`src/rtl/core/spa_pkg.sv`:
```
// ---------------------------------------------------------------------------
// spa_pkg
// Shared constants and types of the spectral power accumulator.
// ---------------------------------------------------------------------------
package spa_pkg;

	// array sizes
	localparam int NUM_ANTENNAS = 16;
	localparam int NUM_COARSE   = 64;
	localparam int FFT_POINTS   = 128;
	localparam int HALF_POINTS  = FFT_POINTS / 2;
	localparam int STORE_DEPTH  = NUM_ANTENNAS * NUM_COARSE * FFT_POINTS;
	localparam int ADDR_W       = $clog2(STORE_DEPTH);
	localparam int CHAN_W       = $clog2(FFT_POINTS);
	localparam int FLAG_IDX_W   = (NUM_ANTENNAS > 1) ? $clog2(NUM_ANTENNAS) : 1;

	// field widths
	localparam int ANT_W    = 4;
	localparam int COARSE_W = 6;
	localparam int BIN_W    = 7;
	localparam int CPLX_W   = 16;
	localparam int SQ_W     = 31;
	localparam int PSUM_W   = 32;
	localparam int POWER_W  = 48;
	localparam int IN_DATA_W  = 56;
	localparam int OUT_DATA_W = 48;

	localparam logic [POWER_W-1:0] ACC_MAX = {POWER_W{1'b1}};

	// request kinds
	localparam logic REQ_ACCUM = 1'b0;
	localparam logic REQ_READ  = 1'b1;

	// register map
	localparam int PADDR_W = 4;
	localparam logic [1:0] REG_DUAL_SIDEBAND  = 2'd0;
	localparam logic [1:0] REG_ZAP_DC         = 2'd1;
	localparam logic [1:0] REG_ANTENNA_SELECT = 2'd2;

	// result queue
	localparam int OUT_DEPTH = 4;
	localparam int OUT_PTR_W = 2;
	localparam int OUT_CNT_W = 3;

	typedef struct packed {
		logic                    dual_sideband;
		logic                    zap_dc;
		logic signed [4:0]       antenna_select;
	} cfg_t;

	typedef struct packed {
		logic                    saturated;
		logic [POWER_W-1:0]      power;
	} out_item_t;

endpackage

```
`src/rtl/core/spa_cfg.sv`:
```
// ---------------------------------------------------------------------------
// spa_cfg
// APB register file: sideband swap, DC zap, antenna selection.
// ---------------------------------------------------------------------------
module spa_cfg (
	input  logic                   clk,
	input  logic                   arst_n,
	input  logic                   psel,
	input  logic                   penable,
	input  logic                   pwrite,
	input  logic [spa_pkg::PADDR_W-1:0] paddr,
	input  logic [31:0]            pwdata,
	output logic [31:0]            prdata,
	output logic                   pready,
	output spa_pkg::cfg_t          cfg
);
	import spa_pkg::*;

	cfg_t cfg_q;
	logic wr_en;

	assign pready = 1'b1;
	assign wr_en  = psel && penable && pwrite;
	assign cfg    = cfg_q;

	always_ff @(posedge clk or negedge arst_n) begin
		if (!arst_n) begin
			cfg_q.dual_sideband  <= 1'b0;
			cfg_q.zap_dc         <= 1'b0;
			cfg_q.antenna_select <= 5'sb11111;
		end else if (wr_en) begin
			case (paddr[3:2])
				REG_DUAL_SIDEBAND:  cfg_q.dual_sideband  <= pwdata[0];
				REG_ZAP_DC:         cfg_q.zap_dc         <= pwdata[0];
				REG_ANTENNA_SELECT: cfg_q.antenna_select <= pwdata[4:0];
				default: ;
			endcase
		end
	end

	always_comb begin
		prdata = 32'd0;
		if (paddr[1:0] == 2'b00) begin
			case (paddr[3:2])
				REG_DUAL_SIDEBAND:  prdata = {31'd0, cfg_q.dual_sideband};
				REG_ZAP_DC:         prdata = {31'd0, cfg_q.zap_dc};
				REG_ANTENNA_SELECT: prdata = {27'd0, cfg_q.antenna_select};
				default:            prdata = 32'd0;
			endcase
		end
	end

endmodule

```
`config.mk`:
```
export PLATFORM = sky130hd
export DESIGN_NAME = spa_cfg
export DESIGN_NICKNAME = d
export VERILOG_FILES = /design/src/rtl/core/spa_pkg.sv /design/src/rtl/core/spa_cfg.sv
export SDC_FILE = /design/constraint.sdc
export NUM_CORES = 1
export LEC_CHECK = 0
export BUFFER_PORTS_ARGS = -buffer_cell sky130_fd_sc_hd__buf_2
export CAP_MARGIN = 0
export CORE_MARGIN = 2
export CORE_UTILIZATION = 32
export DETAILED_ROUTE_END_ITERATION = 6
export GPL_ROUTABILITY_DRIVEN = 0
export HOLD_SLACK_MARGIN = 0.06
export PLACE_DENSITY = 0.84
export SLEW_MARGIN = 20
export SYNTH_ARGS = -nofsm -noshare
export SYNTH_HDL_FRONTEND = slang
export SYNTH_SLANG_ARGS = --single-unit
```
`constraint.sdc`:
```
create_clock -name clk -period 2.28 [get_ports clk]
set_clock_uncertainty 0.1 [all_clocks]
set_input_delay 0.456 -clock clk [delete_from_list [all_inputs] [get_ports clk]]
set_output_delay 0.456 -clock clk [all_outputs]
set_load 0.005 [all_outputs]
```
==> impl_metrics.env <==
export IMPL_avgViaCountPerCell=3.76
export IMPL_cts_sinks=7
export IMPL_numCtsBuffers=3
export IMPL_min_period_over_period_pct=82.9
export IMPL_cellLeakagePower_nw=0.362
export IMPL_clock_latency_ns=0.24
export IMPL_cts_root_buf="clkbuf_4"
export IMPL_power_mw=0.411
export IMPL_fp_coreArea_um2=1730
export IMPL_wirelength_um=975
export IMPL_end_kind="output port"
export IMPL_fmax_mhz=529
export IMPL_postLayoutSetupSlackWorst_ns=0.390
export IMPL_drive_above_1_share_pct=50.0
export IMPL_diodes=0
export IMPL_r2r_slack_ns=1.42
export IMPL_fill_cells=179
export IMPL_stdcell_count=111
export IMPL_die_w_um=46.7
export IMPL_start_util_pct=33.8
export IMPL_setup_viol=0
export IMPL_dp_hpwl_um=847
export IMPL_synth_cells=58
export IMPL_die_h_um=46.7
export IMPL_io_buffers=25
export IMPL_dp_slack_ns=0.419
export IMPL_crit_path_max_fanout=3
export IMPL_synth_seq_cells=7
export IMPL_criticalPathCategory="reg2out"
export IMPL_grt_pass1_vias=404
export IMPL_drc_errors=0
export IMPL_synth_largest_area_cell="buf_4"
export IMPL_maxCapViolCount=0
export IMPL_final_cell_mix="28 x conb_1, 25 x buf_2, 7 x mux2_2"
export IMPL_finalHoldViolCount=0
export IMPL_post_cts_resized=0
export IMPL_netlist_cell_type_count=14
export IMPL_largest_reg_flops=7
export IMPL_drtIter0Drc=2
export IMPL_cts_setup_buffers=0
export IMPL_netlist_area_leader_share_pct=36.1
export IMPL_mostFrequentLayoutCell="conb_1"
export IMPL_start_kind="flop"
export IMPL_max_stage_delay_ns=0.53
export IMPL_status="finished clean"
export IMPL_grt_total_usage_pct=9.87
export IMPL_syn_to_final_growth_pct=13.7
export IMPL_synthTopCellsByArea="buf_4 36%, dfstp_2 23%, mux2_2 14%, dfrtp_1 8.6%, and2_1 4.3%"
export IMPL_grt_use_met3_pct=1.57
export IMPL_syn_area_um2=583
export IMPL_arrival_ns=1.33
export IMPL_clk_pin_slew_ns=0.05
export IMPL_wl_per_cell_um=8.78
export IMPL_use_met1_pct=7.51
export IMPL_grt_pass1_wl_um=1500
export IMPL_power_density_nw_per_um2=620
export IMPL_rsz0062_at_grt="false"
export IMPL_cpMaxStageDelayCell="dfstp_2"
export IMPL_grt_max_degree=8
export IMPL_synth_avg_cell_area_um2=10.1
export IMPL_gr_total_overflow=0
export IMPL_min_path_type="in2reg"
export IMPL_antenna_found_initial=0
export IMPL_cp_top_family="flip-flops"
export IMPL_cts_tree="done"
export IMPL_dieArea_um2=2180
export IMPL_clk_path_buf_depth=2
export IMPL_crit_chain="inv_1 -> o22a_1 -> nor3_1 -> buf_2"
export IMPL_crit_buf_inv=2
export IMPL_peakVddDrop_mv=0.420
export IMPL_synth_seq_area_share_pct=31.1
export IMPL_drv_slew=0
export IMPL_fp_row_count=15
export IMPL_cp_data_required_time_ns=1.72
export IMPL_grt_util_met2_pct=21.1
export IMPL_nets=128
export IMPL_yosys_warnings=0
export IMPL_grt_busiest_layer="met2"
export IMPL_vias=417
export IMPL_ant_nets=0
export IMPL_place_inst=106
export IMPL_ios=81
export IMPL_htreeDepth=1
export IMPL_tns_ns=0
export IMPL_drtPass1Iterations=2
export IMPL_min_period_ns=1.89
[through the flow]
step           hold WS, ns  instance area (µm²)  utilization (%)
4_1_cts              0.331                  663             38.4
5_1_grt              0.337                  663             38.4
6_report             0.340                  663             38.4
3_5_place_dp         0.191                  627             36.3
3_3_place_gp         0.189                  627             36.3
2_1_floorplan       0.0604                  681                -
[synthesized netlist by cell type (all sizes together)]
master	n
o22a	1
dfstp	5
mux2	7
nor3	3
nand2b	1
inv	1
mux2i	1
nor2	1
buf	28
nand3	1
and2	4
conb	2
nor3b	1
dfrtp	2
[per-layer routing]
metal  share of wire, %  wire length, µm  vias up
li1                   -                -      190
met1                 33              320      183
met2                 52              510       44
met3                 15              145        0
met4                  0                0        0
met5                  0                0        -
[area by class of cell]
| type | instances | area (µm²) | area share, % |
|---|---|---|---|
| Inverter | 1 | 3.75 | 0.566 |
| Clock buffer | 4 | 26.3 | 3.96 |
| Sequential cell | 7 | 181 | 27.4 |
| Timing Repair Buffer | 26 | 135 | 20.4 |
| Tap cell | 25 | 31.3 | 4.72 |
| Multi-Input combinational cell | 48 | 285 | 43.0 |
[where the power goes]
| group | total, mW | switching (mW) | leakage, nW | internal [mW] |
|---|---|---|---|---|
| combinational | 0.110 | 0.0504 | 0.270 | 0.0600 |
| clock | 0.111 | 0.0445 | 0.0150 | 0.0667 |
| sequential | 0.190 | 0.0207 | 0.0769 | 0.169 |
| total | 0.411 | 0.116 | 0.362 | 0.296 |
[cell families after synthesis]
family	Yosys count	synth area share (%)
simple gates	11	14.2
compound gates	1	1.50
buf+inv	29	36.7
flops	7	31.1
other cells	2	1.29
mux	8	15.2
[repair_timing]
item | CTS | global route
hold buffers | 1 | 0
hold endpoints to repair | 2 | 0
endpoints found under the setup margin | 0 | 0
[path summary, 6_finish.rpt]
check,startpoint,to,depth (start not counted)
min reg2reg,cfg[5]$_DFFE_PN0P_,cfg[5]$_DFFE_PN0P_,1
min,pwdata[2],cfg[2]$_DFFE_PN1P_,2
max reg2reg,cfg[5]$_DFFE_PN0P_,cfg[5]$_DFFE_PN0P_,1
max,cfg[0]$_DFFE_PN1P_,prdata[0],4
min in group asynchronous,arst_n,cfg[5]$_DFFE_PN0P_,2
max in group asynchronous,arst_n,cfg[3]$_DFFE_PN1P_,2
No activity file was read; power rests on OpenSTA's default activity.
