<file path="config.mk">
export PLATFORM = sky130hd
export DESIGN_NAME = spa_out_fifo
export DESIGN_NICKNAME = d
export VERILOG_FILES = /design/src/rtl/core/spa_pkg.sv /design/src/rtl/core/spa_out_fifo.sv
export SDC_FILE = /design/constraint.sdc
export NUM_CORES = 1
export LEC_CHECK = 0
export ABC_AREA = 1
export ABC_CLOCK_PERIOD_IN_PS = 2200
export BUFFER_PORTS_ARGS = -buffer_cell sky130_fd_sc_hd__buf_4
export CORE_MARGIN = 10
export CORE_UTILIZATION = 55
export CTS_CLUSTER_DIAMETER = 80
export CTS_CLUSTER_SIZE = 8
export DETAILED_ROUTE_END_ITERATION = 6
export PLACE_DENSITY = 0.76
export SYNTH_ARGS = -nofsm -noshare
export SYNTH_HDL_FRONTEND = slang
export SYNTH_SLANG_ARGS = --single-unit
</file>
<file path="constraint.sdc">
create_clock -name clk -period 2.2 [get_ports clk]
set_input_delay 0.22 -clock clk [delete_from_list [all_inputs] [get_ports clk]]
set_output_delay 0.22 -clock clk [all_outputs]
set_load 0.02 [all_outputs]
</file>
<file path="src/rtl/core/spa_pkg.sv">
// ---------------------------------------------------------------------------
// spa_pkg
// Shared constants and types of the spectral power accumulator.
// ---------------------------------------------------------------------------
package spa_pkg;

	// array sizes
	localparam int NUM_ANTENNAS = 16;
	localparam int NUM_COARSE   = 64;
	localparam int FFT_POINTS   = 128;
	localparam int HALF_POINTS  = FFT_POINTS / 2;
	localparam int STORE_DEPTH  = NUM_ANTENNAS * NUM_COARSE * FFT_POINTS;
	localparam int ADDR_W       = $clog2(STORE_DEPTH);
	localparam int CHAN_W       = $clog2(FFT_POINTS);
	localparam int FLAG_IDX_W   = (NUM_ANTENNAS > 1) ? $clog2(NUM_ANTENNAS) : 1;

	// field widths
	localparam int ANT_W    = 4;
	localparam int COARSE_W = 6;
	localparam int BIN_W    = 7;
	localparam int CPLX_W   = 16;
	localparam int SQ_W     = 31;
	localparam int PSUM_W   = 32;
	localparam int POWER_W  = 48;
	localparam int IN_DATA_W  = 56;
	localparam int OUT_DATA_W = 48;

	localparam logic [POWER_W-1:0] ACC_MAX = {POWER_W{1'b1}};

	// request kinds
	localparam logic REQ_ACCUM = 1'b0;
	localparam logic REQ_READ  = 1'b1;

	// register map
	localparam int PADDR_W = 4;
	localparam logic [1:0] REG_DUAL_SIDEBAND  = 2'd0;
	localparam logic [1:0] REG_ZAP_DC         = 2'd1;
	localparam logic [1:0] REG_ANTENNA_SELECT = 2'd2;

	// result queue
	localparam int OUT_DEPTH = 4;
	localparam int OUT_PTR_W = 2;
	localparam int OUT_CNT_W = 3;

	typedef struct packed {
		logic                    dual_sideband;
		logic                    zap_dc;
		logic signed [4:0]       antenna_select;
	} cfg_t;

	typedef struct packed {
		logic                    saturated;
		logic [POWER_W-1:0]      power;
	} out_item_t;

endpackage

</file>
<file path="src/rtl/core/spa_out_fifo.sv">
// ---------------------------------------------------------------------------
// spa_out_fifo
// Small result queue; upstream reserves space before issuing reads.
// ---------------------------------------------------------------------------
module spa_out_fifo (
	input  logic                          clk,
	input  logic                          arst_n,
	input  logic                          push,
	input  spa_pkg::out_item_t            push_item,
	output logic                          tvalid,
	input  logic                          tready,
	output spa_pkg::out_item_t            head,
	output logic [spa_pkg::OUT_CNT_W-1:0] count
);
	import spa_pkg::*;

	out_item_t             slot_q [OUT_DEPTH];
	logic [OUT_PTR_W-1:0]  wr_ptr_q;
	logic [OUT_PTR_W-1:0]  rd_ptr_q;
	logic [OUT_CNT_W-1:0]  cnt_q;
	logic                  pop;

	assign tvalid = (cnt_q != '0);
	assign pop    = tvalid && tready;
	assign head   = slot_q[rd_ptr_q];
	assign count  = cnt_q;

	always_ff @(posedge clk) begin
		if (push) begin
			slot_q[wr_ptr_q] <= push_item;
		end
	end

	always_ff @(posedge clk or negedge arst_n) begin
		if (!arst_n) begin
			wr_ptr_q <= '0;
			rd_ptr_q <= '0;
			cnt_q    <= '0;
		end else begin
			if (push) begin
				wr_ptr_q <= wr_ptr_q + OUT_PTR_W'(1);
			end
			if (pop) begin
				rd_ptr_q <= rd_ptr_q + OUT_PTR_W'(1);
			end
			case ({push, pop})
				2'b10:   cnt_q <= cnt_q + OUT_CNT_W'(1);
				2'b01:   cnt_q <= cnt_q - OUT_CNT_W'(1);
				default: cnt_q <= cnt_q;
			endcase
		end
	end

endmodule
</file>
==> impl_results.html, run 1 <==
<table>
<tr><th>Metric</th><th>Value</th></tr>
<tr><th colspan="2">Run status</th></tr>
<tr><td>Result of the run</td><td>completed</td></tr>
<tr><th colspan="2">Logic synthesis</th></tr>
<tr><td>Most common library cells after synthesis</td><td>sky130_fd_sc_hd__edfxtp_1, sky130_fd_sc_hd__nand2_1, sky130_fd_sc_hd__o211ai_1, sky130_fd_sc_hd__inv_1, sky130_fd_sc_hd__inv_2</td></tr>
<tr><td>Synth unique cells</td><td>19</td></tr>
<tr><td>Post-synthesis share of cell area spent on and, or, nand and nor gates</td><td>0.07884</td></tr>
<tr><td>Gate Count Post-Synth</td><td>between 600 and 700</td></tr>
<tr><td>Commonest register cell after synthesis</td><td>sky130_fd_sc_hd__edfxtp_1</td></tr>
<tr><td>Area fraction in compound gates after synthesis</td><td>0.09106</td></tr>
<tr><td>Ranking of synthesized cells by area</td><td>sky130_fd_sc_hd__edfxtp_1, sky130_fd_sc_hd__o211ai_1, sky130_fd_sc_hd__nand2_1, sky130_fd_sc_hd__inv_1, sky130_fd_sc_hd__dfrtp_1</td></tr>
<tr><td>Multiplexer fraction of the synthesized cell area</td><td>0</td></tr>
<tr><td>Dominant combinational cell family by area after synthesis</td><td>compound AO/OA/AOI/OAI gates</td></tr>
<tr><td>Average cell area after synthesis</td><td>about 13 um2</td></tr>
<tr><td>Flops &amp; latches, synth</td><td>203</td></tr>
<tr><td>Arithmetic-cell share of the synthesized area counting full adders, half adders and majority gates</td><td>0.01008</td></tr>
<tr><td>Area share of the leading cell type in the synthesized netlist</td><td>0.7187</td></tr>
<tr><td>Number of nets produced by synthesis</td><td>slightly below 700</td></tr>
<tr><td>Largest area contributor in the synthesized netlist</td><td>sky130_fd_sc_hd__edfxtp_1</td></tr>
<tr><td>Number of enable flip-flop cells after synthesis</td><td>approximately 200</td></tr>
<tr><td>Cell area after synthesis</td><td>slightly above 8000 um2</td></tr>
<tr><td>Xor and xnor fraction of the mapped netlist area</td><td>0.002139</td></tr>
<tr><td>Share of async-settable or async-resettable flops after synthesis</td><td>0.03448</td></tr>
<tr><td>Synth warnings</td><td>0</td></tr>
<tr><td>Most frequent cell after synthesis</td><td>sky130_fd_sc_hd__edfxtp_1</td></tr>
<tr><td>Share of the yosys chip area belonging to registers</td><td>0.7401</td></tr>
<tr><th colspan="2">Timing</th></tr>
<tr><td>Setup clock skew after layout</td><td>0.009592 ns</td></tr>
<tr><td>Maximum achievable frequency</td><td>0.4824 GHz</td></tr>
<tr><td>Final period demand of the worst path</td><td>slightly above 2 ns</td></tr>
<tr><td>Final-layout worst hold slack</td><td>between 0.05 and 0.06 ns</td></tr>
<tr><td>Relative slew margins</td><td>0.6798</td></tr>
<tr><td>Count of endpoints failing hold in the final timing report</td><td>0</td></tr>
<tr><td>Setup repair after global routing missed its margin</td><td>no</td></tr>
<tr><td>Post-route clock period utilization</td><td>0.9423</td></tr>
<tr><td>Number of setup violations in the final report</td><td>0</td></tr>
<tr><td>Slew at the pin closest to its max-slew limit</td><td>0.4802 ns</td></tr>
<tr><td>Fin Setup TNS</td><td>0 ns</td></tr>
<tr><td>Worst setup slack after layout</td><td>between 0.1 and 0.15 ns</td></tr>
<tr><td>Slew Viols, Final</td><td>0</td></tr>
<tr><th colspan="2">Worst setup path</th></tr>
<tr><td>Critical path buffers and inverters</td><td>3</td></tr>
<tr><td>Startpoint class of the critical path</td><td>flop</td></tr>
<tr><td>Arrival @ worst endpoint</td><td>between 1.5 and 2 ns</td></tr>
<tr><td>Required time of the critical path</td><td>1.98 ns</td></tr>
<tr><td>Worst-path maximum fanout</td><td>35</td></tr>
<tr><td>Cell with the largest stage delay on the worst path</td><td>sky130_fd_sc_hd__dfrtp_2</td></tr>
<tr><td>Crit path capture type</td><td>output port</td></tr>
<tr><td>WS Path Type</td><td>reg -&gt; out</td></tr>
<tr><td>Cell family with the largest share of critical-path delay</td><td>buffers and inverters</td></tr>
<tr><td>Cell-by-cell trace of the critical path</td><td>bufinv_16, buf_12, nand2_1, o211ai_1, nand2_1, buf_4</td></tr>
<tr><td>Longest individual stage delay on the worst path</td><td>0.42 ns</td></tr>
<tr><td>Cell with the most instances on the worst path</td><td>sky130_fd_sc_hd__nand2_1</td></tr>
<tr><th colspan="2">Clocking</th></tr>
<tr><td>TritonCTS clock tree</td><td>built</td></tr>
<tr><td>Buffers from clock root to sink, at most</td><td>3</td></tr>
<tr><td>Clock sink count</td><td>between 200 and 250</td></tr>
<tr><td>Total clock buffers created by CTS</td><td>29</td></tr>
<tr><td>Clock input transition at the sequential cells of the worst setup and hold paths</td><td>around 0.050 ns</td></tr>
<tr><td>Clock latency of the later-clocked register in the worst-skew pair</td><td>~0.5 ns</td></tr>
<tr><td>Maximum level of the CTS H-tree</td><td>1</td></tr>
<tr><td>Root buf cell</td><td>sky130_fd_sc_hd__clkbuf_16</td></tr>
<tr><th colspan="2">Cells and area</th></tr>
<tr><td># nets final</td><td>860</td></tr>
<tr><td>Fraction of final layout cells sized beyond drive strength 1</td><td>0.2330</td></tr>
<tr><td>Area overhead of the layout relative to synthesis</td><td>28.51%</td></tr>
<tr><td>Post-route cell area</td><td>~11,000 um2</td></tr>
<tr><th colspan="2">Drt</th></tr>
<tr><td>Average wire per cell in the routed design</td><td>between 15 and 20 um</td></tr>
<tr><td>Total wirelength of the detailed-routed design</td><td>17,650 um</td></tr>
<tr><td>Number of search-and-repair iterations in the first detailed-routing pass</td><td>5</td></tr>
<tr><td>Final ANT Viol Nets</td><td>0</td></tr>
<tr><td>Via-per-instance ratio</td><td>~5.3</td></tr>
<tr><td>Drc violations</td><td>0</td></tr>
<tr><td>Detailed Route Iter0 Violations</td><td>between 300 and 400</td></tr>
<tr><td>Vias</td><td>5,267</td></tr>
<tr><th colspan="2">Global route</th></tr>
<tr><td>Wire length of the first global-routing pass</td><td>28,210 um</td></tr>
<tr><td>Initial antenna violation count</td><td>0</td></tr>
<tr><td>GRT Total Usage</td><td>0.1734</td></tr>
<tr><td>Global route overflow</td><td>0</td></tr>
<tr><td>Pin count of the biggest net entering global routing</td><td>51</td></tr>
<tr><td>Via count of the first global-routing pass</td><td>approximately 5,600</td></tr>
<tr><th colspan="2">Floorplanning</th></tr>
<tr><td>Die outline width</td><td>about 140 um</td></tr>
<tr><td>Area of the core region</td><td>roughly 15,000 um2</td></tr>
<tr><td>Top-level I/O count</td><td>106</td></tr>
<tr><td>Floorplan die area</td><td>20,170 um2</td></tr>
<tr><td>Effective utilization at floorplan</td><td>0.5613</td></tr>
<tr><td>Row cnt</td><td>44</td></tr>
<tr><td>Height of the die</td><td>between 100 and 150 um</td></tr>
<tr><th colspan="2">Placed design</th></tr>
<tr><td>Total half-perimeter wirelength after legalization and detailed placement</td><td>10,150 um</td></tr>
<tr><td>Final estimated routing congestion in global placement</td><td>roughly 0.76</td></tr>
<tr><td>Dpl ws</td><td>about 0.32 ns</td></tr>
<tr><td>Port Buffers</td><td>105</td></tr>
<tr><td>Cell Area, Placed</td><td>about 9200 um2</td></tr>
<tr><th colspan="2">Pwr</th></tr>
<tr><td>Cell leakage power</td><td>about 4.3 nW</td></tr>
<tr><td>PD cells</td><td>about 1400 nW/um2</td></tr>
<tr><td>Maximum resistive drop on vdd</td><td>0.0009592 V</td></tr>
<tr><th colspan="2">Flow run</th></tr>
<tr><td>Max-cap viol count</td><td>0</td></tr>
<tr><th colspan="2">Hold path</th></tr>
<tr><td>Hold crit path type</td><td>in -&gt; async</td></tr>
</table>
-- sequential cells by signal, summed over array words and instances (netlist names) --
register and cells:
count 3, wr_ptr_q 2, rd_ptr_q 2, slot_q 196
-- layout make-up --
type / instances / area (um2)
clock buffers: 39 / 763.2
clock inverters: 2 / 16.27
inverters: 114 / 454.2
well taps: 184 / 230.2
fillers: 920 / 4065
multi-input cells: 278 / 1491
diodes: 2 / 5.005
repair inverters: 2 / 17.52
repair buffers: 173 / 1483
flip-flops and latches: 203 / 6063
-- kinds of logic (layout without fill, tap and decap cells) --
group | after synthesis | count (layout)
flops | 203 | 203
simple gates | 170 | 170
other cells | 0 | 2
xor+xnor | 2 | 2
compound gates | 100 | 100
fa+ha+maj | 6 | 6
buf+inv | 147 | 330
-- power breakdown --
part	internal, mW	leakage [nW]	switching [mW]
Combinational	2.02	2.06	3.49
Clock	2.36	0.374	1.43
Sequential	5.08	1.88	0.221
Total	9.46	4.32	5.14
-- metrics by stage --
stage	utilization	instances	power [mW]
6_report	0.7214	997	14.60
5_1_grt	0.7210	995	15.44
4_1_cts	0.7210	995	14.75
3_5_place_dp	0.6284	899	10.71
3_3_place_gp	0.6284	899	10.51
2_1_floorplan	-	628	8.652
-- what timing repair did --
item	4_1_cts	5_1_grt
endpoints found under the hold margin	207	0
setup buffers	1	0
setup endpoints to repair	39	0
hold buffers	52	0
gates resized for setup	5	0
-- final timing paths --
kind	from	endpoint	slack (ns)	cells after the start
worst max-delay path	rd_ptr_q[0]$_DFFE_PN0P_	head[38]	0.13	6
worst min-delay path	arst_n	count[2]$_DFFE_PN0P_	0.05	2
worst max register to register	count[1]$_DFFE_PN0P_	count[1]$_DFFE_PN0P_	0.27	8
worst min register to register	count[0]$_DFFE_PN0P_	count[0]$_DFFE_PN0P_	0.51	1
max in group asynchronous	arst_n	rd_ptr_q[1]$_DFFE_PN0P_	2.01	2
min in group clk	push_item[36]	slot_q[2][36]$_DFFE_PP_	0.45	2
-- per-layer routing --
layer	vias up	track usage	wire, um
li1	2519	-	-
met3	32	0.04506	1388
met4	0	0.05648	320
met1	2526	0.1977	6706
met5	-	0	0
met2	190	0.3092	9237
-- cells in the final DEF, fill, tap and decap left out, types with 2 or more instances in the layout --
cell | Yosys | final
sky130_fd_sc_hd__nand2_1 | 165 | 165
sky130_fd_sc_hd__clkbuf_16 | 0 | 29
sky130_fd_sc_hd__inv_2 | 32 | 32
sky130_fd_sc_hd__buf_12 | 0 | 4
sky130_fd_sc_hd__edfxtp_1 | 196 | 196
sky130_fd_sc_hd__clkbuf_1 | 9 | 10
sky130_fd_sc_hd__ha_1 | 5 | 5
sky130_fd_sc_hd__dlygate4sd3_1 | 0 | 52
sky130_fd_sc_hd__dfrtp_1 | 7 | 5
sky130_fd_sc_hd__nand3_1 | 4 | 4
sky130_fd_sc_hd__diode_2 | 0 | 2
sky130_fd_sc_hd__dfrtp_2 | 0 | 2
sky130_fd_sc_hd__inv_6 | 0 | 3
sky130_fd_sc_hd__buf_4 | 8 | 116
sky130_fd_sc_hd__o211ai_1 | 98 | 98
sky130_fd_sc_hd__inv_1 | 82 | 81
Note: power is estimated with default switching activity, not from simulation.
==> inputs of run 2 (changes only) <==
Settings changed: CORE_UTILIZATION 55 to 40, PLACE_DENSITY 0.76 to not set.
==> run 2 against run 1 <==
Compared with the run above:
- total power up 1.3%
- fmax about the same
- clock skew down 0.00083 ns
- clock power about the same
- via count down 0.74%
- global-route usage down 4.2 points
- combinational power up 3%
- final cell count up 8.5%
- non-clock buffer count up 1
- register-to-register slack better by 0.08 ns
- clock-buffer cell count up 1
==> impl_results.html, run 2 (synthesized netlist as in run 1, its figures left out) <==
<table>
<tr><th>Metric</th><th>Value</th></tr>
<tr><th colspan="2">Floorplanning</th></tr>
<tr><td>Top-level I/O count</td><td>106 (unchanged)</td></tr>
<tr><td>Row cnt</td><td>52 (+18%)</td></tr>
<tr><td>Floorplan die area</td><td>26,600 um2 (+32%)</td></tr>
<tr><td>Area of the core region</td><td>20,170 um2 (+38%)</td></tr>
<tr><td>Height of the die</td><td>163.1 um (+15%)</td></tr>
<tr><td>Die outline width</td><td>163.1 um (+15%)</td></tr>
<tr><td>Effective utilization at floorplan</td><td>0.4060 (-0.1553)</td></tr>
<tr><th colspan="2">Worst setup path</th></tr>
<tr><td>Crit path capture type</td><td>output port</td></tr>
<tr><td>Reg-to-reg slack, setup</td><td>0.35 ns (+0.08 ns)</td></tr>
<tr><td>Reg2Reg Capture Point</td><td>count[2]$_DFFE_PN0P_</td></tr>
<tr><td>Startpoint class of the critical path</td><td>flop</td></tr>
<tr><td>Worst setup path start</td><td>rd_ptr_q[0]$_DFFE_PN0P_</td></tr>
<tr><td>Worst-path maximum fanout</td><td>24 (-31%)</td></tr>
<tr><td>Critical path buffers and inverters</td><td>3 (unchanged)</td></tr>
<tr><td>Cell-by-cell trace of the critical path</td><td>inv_16, buf_16, o211ai_1, nand2_1, buf_4</td></tr>
<tr><td>Cell with the largest stage delay on the worst path</td><td>sky130_fd_sc_hd__dfrtp_2</td></tr>
<tr><td>Longest individual stage delay on the worst path</td><td>0.54 ns (+0.12 ns)</td></tr>
<tr><td>Register-to-Register Path Depth</td><td>11 (+3)</td></tr>
<tr><td>Reg2Reg Launch Point</td><td>count[1]$_DFFE_PN0P_</td></tr>
<tr><td>Arrival @ worst endpoint</td><td>1.85 ns (about the same)</td></tr>
<tr><td>Required time of the critical path</td><td>1.98 ns (about the same)</td></tr>
<tr><td>Cell family with the largest share of critical-path delay</td><td>flip-flops</td></tr>
<tr><td>WS Path Type</td><td>reg -&gt; out</td></tr>
<tr><th colspan="2">Placed design</th></tr>
<tr><td>Port Buffers</td><td>105 (unchanged)</td></tr>
<tr><td>Final estimated routing congestion in global placement</td><td>0.7721 (+2.2%)</td></tr>
<tr><td>Cell Area, Placed</td><td>9300 um2 (+1.4%)</td></tr>
<tr><td>Total half-perimeter wirelength after legalization and detailed placement</td><td>10,440 um (+2.9%)</td></tr>
<tr><td>Dpl ws</td><td>0.3599 ns (+0.03784 ns)</td></tr>
<tr><th colspan="2">Pwr</th></tr>
<tr><td>PD cells</td><td>1382 nW/um2 (-0.40%)</td></tr>
<tr><td>Overall power consumption</td><td>14.79 mW (+1.3%)</td></tr>
<tr><td>Maximum resistive drop on vdd</td><td>0.0006938 V (-28%)</td></tr>
<tr><td>Cell leakage power</td><td>4.344 nW (+0.66%)</td></tr>
<tr><th colspan="2">Drt</th></tr>
<tr><td>Wire length on met2</td><td>8967 um (-2.9%)</td></tr>
<tr><td>Vias</td><td>5,228 (-0.74%)</td></tr>
<tr><td>Detailed Route Iter0 Violations</td><td>316 (-6.2%)</td></tr>
<tr><td>Number of search-and-repair iterations in the first detailed-routing pass</td><td>5 (unchanged)</td></tr>
<tr><td>Total length of routed met3 wires</td><td>1224 um (-12%)</td></tr>
<tr><td>Total wirelength of the detailed-routed design</td><td>18,180 um (+3.0%)</td></tr>
<tr><td>Via-per-instance ratio</td><td>4.832 (-8.5%)</td></tr>
<tr><td>Highest metal layer with signal wires</td><td>met4</td></tr>
<tr><td>Average wire per cell in the routed design</td><td>16.80 um (-5.1%)</td></tr>
<tr><td>Drc violations</td><td>0 (unchanged)</td></tr>
<tr><td>Sum of routed wire segments on met1</td><td>7662 um (+14%)</td></tr>
<tr><td>Final ANT Viol Nets</td><td>0 (unchanged)</td></tr>
<tr><th colspan="2">Cells and area</th></tr>
<tr><td>Post-route cell area</td><td>10,700 um2 (+1.7%)</td></tr>
<tr><td>Register name with the most flops</td><td>slot_q</td></tr>
<tr><td>Area overhead of the layout relative to synthesis</td><td>30.65%</td></tr>
<tr><td>Flip-flop count of the largest register, all copies and words added</td><td>196 (unchanged)</td></tr>
<tr><td>Fraction of final layout cells sized beyond drive strength 1</td><td>0.2318 (-0.001233)</td></tr>
<tr><td># nets final</td><td>860 (unchanged)</td></tr>
<tr><td>Commonest non-fill, non-tap cell in the layout</td><td>sky130_fd_sc_hd__edfxtp_1</td></tr>
<tr><td>Most frequent cells in the layout</td><td>sky130_fd_sc_hd__edfxtp_1, sky130_fd_sc_hd__nand2_1, sky130_fd_sc_hd__buf_4</td></tr>
<tr><th colspan="2">Timing</th></tr>
<tr><td>Fin Setup TNS</td><td>0 ns (unchanged)</td></tr>
<tr><td>Final period demand of the worst path</td><td>2.073 ns (+0.00001100 ns)</td></tr>
<tr><td>Worst setup slack after layout</td><td>0.1269 ns (-0.00001100 ns)</td></tr>
<tr><td>Relative slew margins</td><td>0.7238 (+0.04395)</td></tr>
<tr><td>Slew Viols, Final</td><td>0 (unchanged)</td></tr>
<tr><td>Post-route clock period utilization</td><td>0.9423 (about the same)</td></tr>
<tr><td>Count of endpoints failing hold in the final timing report</td><td>0 (unchanged)</td></tr>
<tr><td>Setup clock skew after layout</td><td>0.008765 ns (-0.0008272 ns)</td></tr>
<tr><td>Number of setup violations in the final report</td><td>0 (unchanged)</td></tr>
<tr><td>Setup repair after global routing missed its margin</td><td>no</td></tr>
<tr><td>Final-layout worst hold slack</td><td>0.05573 ns (+0.001038 ns)</td></tr>
<tr><td>Maximum achievable frequency</td><td>0.4824 GHz (about the same)</td></tr>
<tr><td>Slew at the pin closest to its max-slew limit</td><td>0.4143 ns (-0.06593 ns)</td></tr>
<tr><th colspan="2">Clocking</th></tr>
<tr><td>Maximum level of the CTS H-tree</td><td>1 (unchanged)</td></tr>
<tr><td>Root buf cell</td><td>sky130_fd_sc_hd__clkbuf_16</td></tr>
<tr><td>Clock input transition at the sequential cells of the worst setup and hold paths</td><td>0.05 ns (about the same)</td></tr>
<tr><td>TritonCTS clock tree</td><td>built</td></tr>
<tr><td>Clock latency of the later-clocked register in the worst-skew pair</td><td>0.51 ns (about the same)</td></tr>
<tr><td>Clock sink count</td><td>203 (unchanged)</td></tr>
<tr><td>Buffers from clock root to sink, at most</td><td>3 (unchanged)</td></tr>
<tr><td>Total clock buffers created by CTS</td><td>29 (unchanged)</td></tr>
<tr><th colspan="2">Global route</th></tr>
<tr><td>Initial antenna violation count</td><td>1 (+1)</td></tr>
<tr><td>Pin count of the biggest net entering global routing</td><td>52 (+2.0%)</td></tr>
<tr><td>Via count of the first global-routing pass</td><td>5,443 (-2.6%)</td></tr>
<tr><td>Wire length of the first global-routing pass</td><td>27,950 um (-0.93%)</td></tr>
<tr><td>GRT Total Usage</td><td>0.1312 (-0.04221)</td></tr>
<tr><td>Global route overflow</td><td>0 (unchanged)</td></tr>
<tr><th colspan="2">Flow run</th></tr>
<tr><td>Max-cap viol count</td><td>0 (unchanged)</td></tr>
<tr><th colspan="2">Hold path</th></tr>
<tr><td>Hold crit path type</td><td>in -&gt; async</td></tr>
<tr><th colspan="2">Run status</th></tr>
<tr><td>Result of the run</td><td>completed</td></tr>
</table>
## run 2: cell count changes in the layout (fill, tap and decap cells not counted)
cell / before / now
sky130_fd_sc_hd__bufinv_16: 1 / 0
sky130_fd_sc_hd__buf_4: 116 / 113
sky130_fd_sc_hd__buf_6: 1 / 0
sky130_fd_sc_hd__inv_6: 3 / 1
sky130_fd_sc_hd__clkbuf_1: 10 / 11
sky130_fd_sc_hd__buf_8: 0 / 1
sky130_fd_sc_hd__buf_16: 0 / 3
sky130_fd_sc_hd__diode_2: 2 / 1
sky130_fd_sc_hd__buf_12: 4 / 3
sky130_fd_sc_hd__clkbuf_16: 29 / 31
sky130_fd_sc_hd__inv_16: 0 / 1
## run 2: how the worst max path moves through the flow
stage,cells after the start,slack [ns],endpoint
after floorplan,3,0.25,slot_q[3][0]$_DFFE_PP_
after global placement,11,0.50,count[2]$_DFFE_PN0P_
after detailed placement,11,0.36,count[2]$_DFFE_PN0P_
after CTS,6,0.03,head[37]
after global routing,6,0.004,head[48]
final,5,0.13,head[37]
## run 2: cell type report
type                    count  area (um2)
fillers                  1686        9470
flip-flops and latches    203        6063
diodes                      1       2.502
multi-input cells         278        1491
repair buffers            174        1577
repair inverters            1       8.758
clock buffers              40       767.0
well taps                 270       337.8
clock inverters             1       7.507
inverters                 114       444.2
## run 2: repair_timing
item	CTS	global route
hold buffers	52	0
hold endpoints to repair	207	0
buffers inserted	0	0
resized for setup	3	8
setup endpoints to repair	9	36
cloned	0	3
## run 2: metal layers
layer,vias to the layer above,GRT usage
li1,2524,-
met2,153,0.2265
met1,2525,0.1585
met4,0,0.03525
met5,-,0
met3,26,0.03549
## run 2: report_power, final
group          leakage, nW  switching (mW)  total (mW)  internal (mW)
Sequential            1.88           0.247        5.33           5.08
Combinational         2.09            3.55        5.67           2.12
Clock                0.371            1.43        3.79           2.36
## run 2: stage by stage
stage / cells / util
3_3_place_gp: 985 / 0.4611
6_report: 1082 / 0.5305
3_5_place_dp: 985 / 0.4611
4_1_cts: 1078 / 0.5256
2_1_floorplan: 628 / -
5_1_grt: 1082 / 0.5305
==> inputs of run 3 (changes only) <==
Settings changed: ABC_CLOCK_PERIOD_IN_PS 2200 to 2500.
Clock period 2.2 ns to 2.5 ns, I/O delays scaled along.
==> run 3 against run 2 <==
Compared with the run above:
- worst setup slack better by 0.065 ns
- non-clock buffer count is 4 lower
- sequential share of layout area is 0.54 points higher
- final cell count is 0.46% lower
- flip-flop and latch count stayed put
- clock skew is 0.0050 ns higher
- critical path depth is 1 higher
- largest power group unchanged
- routed wire length is 5.2% lower
- first-iteration DRC count is 24% lower
- global-route usage is 0.28 points lower
- sequential power is 13% lower
==> impl_results.html, run 3 (synthesized netlist as in run 1, its figures left out) <==
<table>
<tr><th>Metric</th><th>Value</th></tr>
<tr><th colspan="2">Run status</th></tr>
<tr><td>Result of the run</td><td>completed</td></tr>
<tr><th colspan="2">Cells and area</th></tr>
<tr><td>Commonest non-fill, non-tap cell in the layout</td><td>sky130_fd_sc_hd__edfxtp_1</td></tr>
<tr><td>Fraction of final layout cells sized beyond drive strength 1</td><td>0.2258 (-0.006006)</td></tr>
<tr><td># nets final</td><td>855 (-0.58%)</td></tr>
<tr><td>Flip-flop count of the largest register, all copies and words added</td><td>196 (unchanged)</td></tr>
<tr><td>Final non-filler cell total</td><td>1,077 (-0.46%)</td></tr>
<tr><td>Area overhead of the layout relative to synthesis</td><td>29.38%</td></tr>
<tr><td>Register name with the most flops</td><td>slot_q</td></tr>
<tr><td>Most frequent cells in the layout</td><td>sky130_fd_sc_hd__edfxtp_1, sky130_fd_sc_hd__nand2_1, sky130_fd_sc_hd__buf_4</td></tr>
<tr><th colspan="2">Floorplanning</th></tr>
<tr><td>Row cnt</td><td>52 (unchanged)</td></tr>
<tr><td>Floorplan die area</td><td>26,600 um2 (unchanged)</td></tr>
<tr><td>Height of the die</td><td>163.1 um (unchanged)</td></tr>
<tr><td>Die outline width</td><td>163.1 um (unchanged)</td></tr>
<tr><td>Effective utilization at floorplan</td><td>0.4060 (unchanged)</td></tr>
<tr><td>Area of the core region</td><td>20,170 um2 (unchanged)</td></tr>
<tr><td>Top-level I/O count</td><td>106 (unchanged)</td></tr>
<tr><th colspan="2">Pwr</th></tr>
<tr><td>Maximum resistive drop on vdd</td><td>0.0007089 V (+2.2%)</td></tr>
<tr><td>Cell leakage power</td><td>4.285 nW (-1.4%)</td></tr>
<tr><td>PD cells</td><td>1199 nW/um2 (-13%)</td></tr>
<tr><td>Overall power consumption</td><td>12.70 mW (-14%)</td></tr>
<tr><th colspan="2">Clocking</th></tr>
<tr><td>Buffers from clock root to sink, at most</td><td>3 (unchanged)</td></tr>
<tr><td>TritonCTS clock tree</td><td>built</td></tr>
<tr><td>Total clock buffers created by CTS</td><td>29 (unchanged)</td></tr>
<tr><td>PostCTS Resize Cnt</td><td>0 (-3)</td></tr>
<tr><td>Clock latency of the later-clocked register in the worst-skew pair</td><td>0.50 ns (about the same)</td></tr>
<tr><td>Clock input transition at the sequential cells of the worst setup and hold paths</td><td>0.05 ns (about the same)</td></tr>
<tr><td>Maximum level of the CTS H-tree</td><td>1 (unchanged)</td></tr>
<tr><td>Clock sink count</td><td>203 (unchanged)</td></tr>
<tr><td>Root buf cell</td><td>sky130_fd_sc_hd__clkbuf_16</td></tr>
<tr><th colspan="2">Placed design</th></tr>
<tr><td>Instance count after placement with tap cells included</td><td>983 (-0.20%)</td></tr>
<tr><td>Final estimated routing congestion in global placement</td><td>0.7733 (+0.16%)</td></tr>
<tr><td>Port Buffers</td><td>105 (unchanged)</td></tr>
<tr><td>Total half-perimeter wirelength after legalization and detailed placement</td><td>10,220 um (-2.1%)</td></tr>
<tr><th colspan="2">Timing</th></tr>
<tr><td>Fin Setup TNS</td><td>0 ns (unchanged)</td></tr>
<tr><td>Post-route clock period utilization</td><td>0.9233</td></tr>
<tr><td>Count of endpoints failing hold in the final timing report</td><td>0 (unchanged)</td></tr>
<tr><td>Number of setup violations in the final report</td><td>0 (unchanged)</td></tr>
<tr><td>Final period demand of the worst path</td><td>2.308 ns</td></tr>
<tr><td>Relative slew margins</td><td>0.6755 (-0.04825)</td></tr>
<tr><td>Slew Viols, Final</td><td>0 (unchanged)</td></tr>
<tr><td>Setup repair after global routing missed its margin</td><td>no</td></tr>
<tr><td>Final-layout worst hold slack</td><td>0.1012 ns (+0.04550 ns)</td></tr>
<tr><td>Slew at the pin closest to its max-slew limit</td><td>0.4867 ns (+0.07237 ns)</td></tr>
<tr><td>Setup clock skew after layout</td><td>0.01378 ns (+0.005017 ns)</td></tr>
<tr><td>Maximum achievable frequency</td><td>0.4332 GHz</td></tr>
<tr><th colspan="2">Global route</th></tr>
<tr><td>Pin count of the biggest net entering global routing</td><td>69 (+33%)</td></tr>
<tr><td>Wire length of the first global-routing pass</td><td>27,530 um (-1.5%)</td></tr>
<tr><td>Via count of the first global-routing pass</td><td>5,387 (-1.0%)</td></tr>
<tr><td>Global route overflow</td><td>0 (unchanged)</td></tr>
<tr><td>Initial antenna violation count</td><td>1 (unchanged)</td></tr>
<tr><td>GRT Total Usage</td><td>0.1284 (-0.002753)</td></tr>
<tr><th colspan="2">Worst setup path</th></tr>
<tr><td>WS Path Type</td><td>reg -&gt; out</td></tr>
<tr><td>Crit path capture type</td><td>output port</td></tr>
<tr><td>Worst-path maximum fanout</td><td>68 (+180%)</td></tr>
<tr><td>Startpoint class of the critical path</td><td>flop</td></tr>
<tr><td>Arrival @ worst endpoint</td><td>2.06 ns (+0.21 ns)</td></tr>
<tr><td>Required time of the critical path</td><td>2.25 ns (+0.27 ns)</td></tr>
<tr><th colspan="2">Hold path</th></tr>
<tr><td>Hold crit path type</td><td>in -&gt; async</td></tr>
<tr><th colspan="2">Drt</th></tr>
<tr><td>Final ANT Viol Nets</td><td>0 (unchanged)</td></tr>
<tr><td>Detailed Route Iter0 Violations</td><td>241 (-24%)</td></tr>
<tr><td>Vias</td><td>5,156 (-1.4%)</td></tr>
<tr><td>Number of search-and-repair iterations in the first detailed-routing pass</td><td>4 (-1)</td></tr>
<tr><td>Average wire per cell in the routed design</td><td>16.01 um (-4.7%)</td></tr>
<tr><td>Total wirelength of the detailed-routed design</td><td>17,240 um (-5.2%)</td></tr>
<tr><td>Via-per-instance ratio</td><td>4.787 (-0.92%)</td></tr>
<tr><td>Drc violations</td><td>0 (unchanged)</td></tr>
<tr><th colspan="2">Flow run</th></tr>
<tr><td>Max-cap viol count</td><td>0 (unchanged)</td></tr>
</table>
[run 3: cell count changes in the layout (fill, tap and decap cells not counted)]
cell                        before  now
sky130_fd_sc_hd__buf_12          3    7
sky130_fd_sc_hd__buf_16          3    0
sky130_fd_sc_hd__buf_4         113  111
sky130_fd_sc_hd__clkbuf_16      31   29
sky130_fd_sc_hd__buf_8           1    0
sky130_fd_sc_hd__dfrtp_1         5    6
sky130_fd_sc_hd__dfrtp_2         2    1
sky130_fd_sc_hd__inv_16          1    0
[run 3: stage by stage]
stage            util  area [um2]  setup slack [ns]
2_1_floorplan       -        8189            0.5540
3_3_place_gp   0.4610        9298            0.7425
3_5_place_dp   0.4610        9298            0.6331
4_1_cts        0.5252       10590            0.1428
5_1_grt        0.5253       10600           0.01893
6_report       0.5253       10600            0.1917
[run 3: worst paths after layout]
path	startpoint	endpoint	slack (ns)	cells after the start
worst max-delay path	rd_ptr_q[0]$_DFFE_PN0P_	head[41]	0.19	6
worst min register to register	count[0]$_DFFE_PN0P_	count[0]$_DFFE_PN0P_	0.50	1
worst min-delay path	arst_n	count[0]$_DFFE_PN0P_	0.10	2
worst max register to register	count[0]$_DFFE_PN0P_	count[2]$_DFFE_PN0P_	0.60	11
min in group clk	push_item[46]	slot_q[0][46]$_DFFE_PP_	0.49	2
max in group asynchronous	arst_n	rd_ptr_q[1]$_DFFE_PN0P_	2.26	2
[run 3: layout make-up]
class                   count  area (um2)
fillers                  1710        9574
multi-input cells         278        1491
repair buffers            170        1494
flip-flops and latches    203        6062
well taps                 270       337.8
clock buffers              40       767.0
inverters                 114       432.9
clock inverters             1       7.507
diodes                      1       2.502
[run 3: report_power, final]
group	switching (mW)	internal, mW	total (mW)
combinational	3.02	1.72	4.74
clock	1.23	2.08	3.30
sequential	0.191	4.47	4.66
total	4.44	8.26	12.7
[run 3: timing repair]
| action | 4_1_cts | 5_1_grt |
|---|---|---|
| endpoints found under the hold margin | 207 | 0 |
| setup buffers | 0 | 0 |
| hold buffers | 52 | 0 |
[run 3: worst max-delay path, cell delays in order (launching register included)]
cell	delay, ns
sky130_fd_sc_hd__dfrtp_1	0.43
sky130_fd_sc_hd__inv_6	0.39
sky130_fd_sc_hd__buf_4	0.32
sky130_fd_sc_hd__nand2_1	0.08
sky130_fd_sc_hd__o211ai_1	0.09
sky130_fd_sc_hd__nand2_1	0.08
sky130_fd_sc_hd__buf_4	0.16
[run 3: routing by layer]
layer  track usage  routed length [um]
met5             0                   0
met2        0.2200                8519
met1        0.1568                7365
met4       0.03361                 330
met3       0.03499                1026
